<file path="src/rtl/core/wvn_pkg.sv">
// ----------------------------------------------------------------------------
// wvn_pkg
// Shared types and constants of the wind value-noise grid evaluator.
// ----------------------------------------------------------------------------
package wvn_pkg;

  // Configuration register indexes.
  typedef enum logic [2:0] {
    REG_NOISE_SEED = 3'd0,
    REG_WIND_SCALE = 3'd1,
    REG_LON_MIN    = 3'd2,
    REG_LON_MAX    = 3'd3,
    REG_LAT_MIN    = 3'd4,
    REG_LAT_MAX    = 3'd5,
    REG_GRID_COLS  = 3'd6,
    REG_GRID_ROWS  = 3'd7
  } cfg_reg_e;

  // Queue status between the front and the back.
  typedef struct packed {
    logic full;
    logic empty;
  } qstat_t;

  localparam logic [31:0] HASH_MUL_X = 32'd374761393;
  localparam logic [31:0] HASH_MUL_Y = 32'd668265263;
  localparam logic [31:0] MIX_MUL_A  = 32'h7feb352d;
  localparam logic [31:0] MIX_MUL_B  = 32'h846ca68b;
  localparam logic [31:0] SEED_STEP  = 32'd91;

  // Hash input offsets of the four lattice corners: (0,0), (1,0), (0,1), (1,1).
  localparam logic [31:0] CORNER_OFS [4] = '{
    32'd0, HASH_MUL_X, HASH_MUL_Y, HASH_MUL_X + HASH_MUL_Y
  };

  localparam logic [17:0] SMOOTH_K   = 18'd196608;
  localparam logic [16:0] WIND_DEN   = 17'd65535;
  localparam logic [31:0] WIND_HALF  = 32'd32767;

endpackage

</file>
<file path="src/rtl/core/wvn_fifo.sv">
// ----------------------------------------------------------------------------
// wvn_fifo
// Four-entry queue between the front and the back.
// ----------------------------------------------------------------------------
module wvn_fifo import wvn_pkg::*; #(
  parameter int W = 110
) (
  input  logic         clk_i,
  input  logic         rst_ni,
  input  logic         push_i,
  input  logic [W-1:0] data_i,
  input  logic         pop_i,
  output logic [W-1:0] data_o,
  output qstat_t       stat_o
);

  logic [W-1:0] mem_q [4];
  logic [1:0]   wr_q, rd_q;
  logic [2:0]   cnt_q;

  always_ff @(posedge clk_i or negedge rst_ni) begin
    if (!rst_ni) begin
      wr_q  <= '0;
      rd_q  <= '0;
      cnt_q <= '0;
    end else begin
      if (push_i) begin
        wr_q <= wr_q + 2'd1;
      end
      if (pop_i) begin
        rd_q <= rd_q + 2'd1;
      end
      cnt_q <= cnt_q + 3'(push_i) - 3'(pop_i);
    end
  end

  always_ff @(posedge clk_i) begin
    if (push_i) begin
      mem_q[wr_q] <= data_i;
    end
  end

  assign data_o       = mem_q[rd_q];
  assign stat_o.full  = (cnt_q == 3'd4);
  assign stat_o.empty = (cnt_q == 3'd0);

  a_no_overflow: assert property (@(posedge clk_i) disable iff (!rst_ni)
    push_i |-> !stat_o.full) else $error("queue written while full");

  a_no_underflow: assert property (@(posedge clk_i) disable iff (!rst_ni)
    pop_i |-> !stat_o.empty) else $error("queue read while empty");

  a_count: assert property (@(posedge clk_i) disable iff (!rst_ni)
    (push_i && !pop_i) |=> cnt_q == $past(cnt_q) + 3'd1)
    else $error("queue count lost a write");

endmodule

</file>
<file path="config.mk">
export PLATFORM = sky130hd
export DESIGN_NAME = wvn_fifo
export DESIGN_NICKNAME = d
export VERILOG_FILES = /design/src/rtl/core/wvn_pkg.sv /design/src/rtl/core/wvn_fifo.sv
export SDC_FILE = /design/constraint.sdc
export NUM_CORES = 1
export LEC_CHECK = 0
export BUFFER_PORTS_ARGS = -buffer_cell sky130_fd_sc_hd__buf_2
export CAP_MARGIN = 20
export CORE_ASPECT_RATIO = 0.7
export CORE_MARGIN = 8
export CORE_UTILIZATION = 55
export CTS_BUF_LIST = sky130_fd_sc_hd__clkbuf_16
export DETAILED_ROUTE_END_ITERATION = 8
export PLACE_DENSITY_LB_ADDON = 0.08
export SLEW_MARGIN = 10
export SYNTH_ARGS = -nofsm -noshare
export SYNTH_HDL_FRONTEND = slang
export SYNTH_SLANG_ARGS = --single-unit
</file>
<file path="constraint.sdc">
create_clock -name clk_i -period 10.1 [get_ports clk_i]
set_clock_uncertainty 0.1 [all_clocks]
set_input_delay 2.02 -clock clk_i [delete_from_list [all_inputs] [get_ports clk_i]]
set_output_delay 2.02 -clock clk_i [all_outputs]
set_load 0.01 [all_outputs]
</file>
==> qor.txt, run 1 <==
CORE AREA - 0.02902 sq mm
CTS sink cnt - 447
First DRT Iteration DRCs - 559
clk root buf - clkbuf_16
first-pass detailed-route iteration total - 5
reg2reg path depth - 4
Post-CTS Setup Bufs - 0
CP required - 7.98 ns
Synth Warn # - 0
FP Rows - 52
vias in the first global route - 7878
CTS Buf Count - 40
Register Area - 0.01340 sq mm
clock-pin slew on the worst setup and hold paths - 0.06 ns
Power Dens Cells - 287.9 mW/mm^2
Slew headroom - 0.2936
total power - 5.436 mW
Die ar. - 0.03543 sq mm
Sum Neg Setup Slack - 0 ns
Crit. End Element - output pin
GP Congestion - 0.7158
# port buffers - 225
Synth Area per Inst - 26.72 sq um
global-route wire length before repair - 48110 um
clk buf depth - 3
sequential fraction of the synthesis area - 0.8228
multi-input logic area - 0.002675 sq mm
Max-cap violations - 0
CTS-repair resized insts - 0
EDFF count, synth - 440
Final Cycle Share - 0.5100
Horiz. Die Dim - 221.6 um
routed len/inst - 24.82 um
largest net degree at the start of global routing - 70
startpoint types - flip-flop
asr flop ratio synth - 0.01566
Hold Crit Depth - 1
H-Tree Depth - 2
Syn Inst Count - 609
I/O pin count - 226
status - complete, no violations
total gr overflow - 0
Crit Path Category - reg2out
die height - 159.9 um
Primary FF master, synth - edfxtp_1
DR vias/cell - 5.686
Starting Density - 0.5607
syn_nets - 730
worst hold slack - 0.4325 ns
antenna violations before repair - 9
Layout Nets - 979
HP Class - reg2reg
RSZ-0062 raised after global routing - false
Max IR drop VDD - 0.0001636 V
Period minus WS final - 5.151 ns
Mapped Area - 0.01627 sq mm
Clock Latency Late Sink - 0.52 ns
post-synthesis cell type count - 18
Post-DRT Antenna Nets - 0
Yosys reg bits - 447
area grow syn2layout - 16.03%
Worst Max-Slew Pin Slew - 1.060 ns
drt total wl - 31340 um
DP Cell Count - 1194
Leak - 6.476 nW
ratio of cells with drive above 1 in the final layout - 0.4451
hold_buf cts - 0
via count - 7182
DP Wirelength - 19390 um
CP max FO - 69
final setup violation count - 0
DRC - 0
fmax - 194.1 MHz
fill count - 1966
TritonCTS clock tree - done
Critical Path AT - 3.03 ns
Global Route Usage Sum - 0.1770
count of final hold-check violations - 0
fin cells - 1263
Pins Over Slew Limit - 0
worst max-delay path, stage by stage (launching register included):
cell     delay, ns
dfrtp_4       0.88
buf_4         0.87
mux4_2        0.47
buf_2         0.17
state kept, by name (all words and copies together) (netlist names):
| register | flops |
|---|---|
| cnt_q | 3 |
| mem_q | 440 |
| rd_q | 2 |
| wr_q | 2 |
final timing paths:
path	startpoint	endpoint	slack [ns]
setup / recovery	rd_q[1]	data_o[2]	4.95
hold / removal	wr_q[0]	wr_q[0]	0.43
setup reg to reg	wr_q[0]	mem_q[0][105]	7.35
hold reg to reg	wr_q[0]	wr_q[0]	0.43
max in group asynchronous	rst_ni	rd_q[0]	8.50
min in group asynchronous	rst_ni	cnt_q[0]	1.22
cell usage after synthesis (2+ instances only):
cell / n / area [sq um]
edfxtp_1: 440 / 13210
mux4_2: 110 / 2477
buf_2: 11 / 55.05
buf_6: 9 / 101.4
dfrtp_1: 7 / 175.2
ha_1: 6 / 75.07
inv_1: 6 / 22.52
and2_1: 4 / 25.02
clkbuf_1: 3 / 11.26
xnor2_1: 3 / 26.28
nand2_1: 2 / 7.510
xor2_1: 2 / 17.52
cell type report:
| cell class | count | area share |
|---|---|---|
| clock buffers | 41 | 0.05435 |
| flip-flops and latches | 447 | 0.7096 |
| clock inverters | 26 | 0.005435 |
| inverters | 6 | 0.001193 |
| repair buffers | 232 | 0.06243 |
| well taps | 378 | 0.02505 |
| multi-input cells | 131 | 0.1417 |
| diodes | 2 | 0.0002651 |
routing by layer:
layer,GRT usage,up-vias,share of wire
met1,0.2349,3794,0.41
met5,0,-,0.0026
li1,-,3119,-
met4,0.04749,14,0.015
met3,0.04886,52,0.059
met2,0.2892,203,0.51
where the power goes:
group	internal, mW	leakage, nW	switching [mW]	total (mW)
logic	0.701	1.75	0.822	1.52
clock network	0.728	0.604	0.610	1.34
registers	2.43	4.12	0.144	2.57
total	3.86	6.48	1.58	5.44
placed cells by master (no fill, tap or decap):
master     instances
edfxtp_1         440
buf_2            225
mux4_2           110
clkbuf_16         41
inv_1             19
clkinv_1           9
buf_4              7
ha_1               6
dfrtp_1            5
and2_4             4
clkinv_2           4
xnor2_1            3
diode_2            2
xor2_1             2
nand2_1            2
dfrtp_4            2
nor3_1             1
and3_1             1
o21ai_0            1
fa_1               1
stage by stage:
step	setup slack, ns	cell area (sq um)	utilization
after floorplan	4.967	16270	-
after global placement	5.438	17740	0.6115
after detailed placement	5.437	17740	0.6115
after CTS	4.861	18870	0.6504
after global routing	4.753	18880	0.6506
final	4.949	18880	0.6506
kinds of logic (layout without fill, tap and decap cells):
family                   Yosys count  in the layout  share of synthesized area
AO/OA/AOI/OAI                      1              1                  0.0003073
XOR/XNOR                           5              5                   0.002692
adder cells (fa/ha/maj)            7              7                   0.005844
buffers and inverters             31            305                    0.01338
flip-flops                       447            447                     0.8228
multiplexers                     110            110                     0.1523
other                              0              2                          0
AND/OR/NAND/NOR                    8              8                   0.002691
Note: power is estimated with default switching activity, not from simulation.
==> inputs of run 2 (changes only) <==
--- a/config.mk
+++ b/config.mk
@@ -5,6 +5,7 @@
 export SDC_FILE = /design/constraint.sdc
 export NUM_CORES = 1
 export LEC_CHECK = 0
+export ABC_AREA = 1
 export BUFFER_PORTS_ARGS = -buffer_cell sky130_fd_sc_hd__buf_2
 export CAP_MARGIN = 20
 export CORE_ASPECT_RATIO = 0.7
==> constraint.sdc (replaced) <==
create_clock -name clk_i -period 5.39 [get_ports clk_i]
set_clock_uncertainty 0.1 [all_clocks]
set_input_delay 1.078 -clock clk_i [delete_from_list [all_inputs] [get_ports clk_i]]
set_output_delay 1.078 -clock clk_i [all_outputs]
set_load 0.01 [all_outputs]
==> run 2 against run 1 <==
Compared with the run above: core utilization decreased by 0.93 points; design area increased by 14%; worst setup slack got worse by 3.5 ns; via count increased by 65%; non-clock buffer count increased by 5; worst hold slack got worse by 0.17 ns; synthesized cell count increased to 2.9 times the previous value; cell count increased by 96%; combinational power increased to 2.7 times the previous value.
==> qor.txt, run 2 <==
clk buf depth - 3
R2R Setup Slk - 2.93 ns
fmax - 251.0 MHz
FP Rows - 56
DR vias/cell - 4.792
Clock Latency Late Sink - 0.54 ns
clk root buf - clkbuf_16
most frequent cells in the layout - nand2_1, inv_1, edfxtp_1
Crit. End Element - output pin
First DRT Iteration DRCs - 844
post-synthesis cell type count - 15
count of final hold-check violations - 0
total power - 11.61 mW
share of the synthesized area in the top cell type - 0.6986
Horiz. Die Dim - 237.6 um
sequential fraction of the synthesis area - 0.7079
CTS-repair resized insts - 0
DRC - 0
# port buffers - 225
largest area contributor in the netlist - edfxtp_1
die height - 171.2 um
Critical Path AT - 2.81 ns
status - complete, no violations
Slew headroom - 0.1900
CTS Buf Count - 42
routed len/inst - 16.55 um
hold_buf cts - 0
drt total wl - 40960 um
HP Class - in2async
Leak - 10.13 nW
biggest regs - mem_q x440, cnt_q x3
vias in the first global route - 11.64k
Mapped Area - 0.01891 sq mm
via count - 11.86k
clock-pin slew on the worst setup and hold paths - 0.06 ns
CORE AREA - 0.03370 sq mm
area grow syn2layout - 14.27%
EDFF count, synth - 440
Sum Neg Setup Slack - 0 ns
count leader, synth - nand2_1
I/O pin count - 226
Starting Density - 0.5612
commonest non-fill, non-tap cell in the layout - nand2_1
Synth Area per Inst - 10.69 sq um
Post-DRT Antenna Nets - 0
TritonCTS clock tree - done
Layout Nets - 2098
number of flip-flops in the largest register - 440
Die ar. - 0.04067 sq mm
Reg with most FFs - mem_q
ratio of cells with drive above 1 in the final layout - 0.1500
Primary FF master, synth - edfxtp_1
asr flop ratio synth - 0.01566
Max-cap violations - 0
Crit Path Category - reg2out
H-Tree Depth - 2
Pins Over Slew Limit - 0
GP Congestion - 0.7430
RSZ-0062 raised after global routing - false
antenna violations before repair - 10
CTS sink cnt - 447
first-pass detailed-route iteration total - 5
synth top area cells - edfxtp_1, nand2_1, inv_1, nand3_1, buf_2
Global Route Usage Sum - 0.1982
total gr overflow - 0
Worst Max-Slew Pin Slew - 1.215 ns
Post-synth top cells - nand2_1, inv_1, edfxtp_1, nand3_1, buf_2
Max IR drop VDD - 0.0006859 V
Finished Core Util - 0.6413
reg2reg path depth - 5
startpoint types - flip-flop
Final Cycle Share - 0.7391
Power Dens Cells - 537.2 mW/mm^2
Synth Warn # - 0
largest net degree at the start of global routing - 223
CP max FO - 67
Syn Inst Count - 1770
final setup violation count - 0
Post-CTS Setup Bufs - 0
DP Wirelength - 23800 um
Yosys reg bits - 447
Period minus WS final - 3.984 ns
CP required - 4.21 ns
syn_nets - 1891
global-route wire length before repair - 63300 um
## run 2: changes by cell type after synthesis, sizes merged, moves of 3 or more
cell | before | now
nand2 | 2 | 561
nand3 | 0 | 221
buf | 22 | 68
mux4 | 110 | 0
inv | 6 | 454
and2 | 4 | 0
clkbuf | 3 | 6
xnor2 | 3 | 0
## run 2: where the power goes
part	leakage [nW]	switching (mW)	internal, mW
clock network	0.659	1.21	1.59
logic	5.35	2.82	1.24
registers	4.12	0.200	4.55
total	10.1	4.23	7.38
## run 2: layout make-up
| cell class | instances | area [sq um] |
|---|---|---|
| flip-flops and latches | 447 | 13400 |
| fillers | 2697 | 12090 |
| multi-input cells | 795 | 3348 |
| inverters | 454 | 1722 |
| repair buffers | 237 | 1266 |
| clock buffers | 43 | 1076 |
| well taps | 464 | 580.6 |
| clock inverters | 31 | 214.0 |
| diodes | 4 | 10.01 |
## run 2: final timing paths
path	from	endpoint
hold / removal	rst_ni	cnt_q[2]
min in group clk_i	cnt_q[1]	cnt_q[2]
hold reg to reg	cnt_q[1]	cnt_q[2]
setup / recovery	rd_q[1]	data_o[85]
setup reg to reg	wr_q[0]	mem_q[2][74]
max in group asynchronous	rst_ni	rd_q[0]
## run 2: kinds of logic after synthesis
group / Yosys count / share of synthesized area
and+or+nand+nor: 784 / 0.1703
adders and majority gates: 7 / 0.005028
AOI/OAI and AO/OA: 1 / 0.0002644
xor gates and xnor gates: 3 / 0.001390
buffers and inverters: 528 / 0.1151
DFF: 447 / 0.7079
## run 2: critical path, cell delays in order (launching register included)
cell and delay [ns]:
dfrtp_4 0.71, inv_4 0.73, buf_4 0.45, nand3_1 0.12
nand2_1 0.09, buf_2 0.14
## run 2: metal layers
layer | wire length (um) | share of wire | global-route usage
met5 | 73 | 0.0018 | 0
met3 | 2352 | 0.057 | 0.04211
met1 | 17600 | 0.43 | 0.2545
met4 | 846 | 0.021 | 0.05387
met2 | 20090 | 0.49 | 0.3416
## run 2: stage by stage
| step | setup slack [ns] | std cells | instance area, sq um | hold WS [ns] |
|---|---|---|---|---|
| 6_report | 1.406 | 2475 | 21610 | 0.2601 |
| 5_1_grt | 1.229 | 2473 | 21610 | 0.2526 |
| 4_1_cts | 1.366 | 2471 | 21600 | 0.2424 |
| 3_5_place_dp | 1.957 | 2397 | 20310 | 0.4199 |
| 3_3_place_gp | 1.988 | 2397 | 20310 | 0.4033 |
| 2_1_floorplan | 1.329 | 1770 | 18910 | 0.3846 |
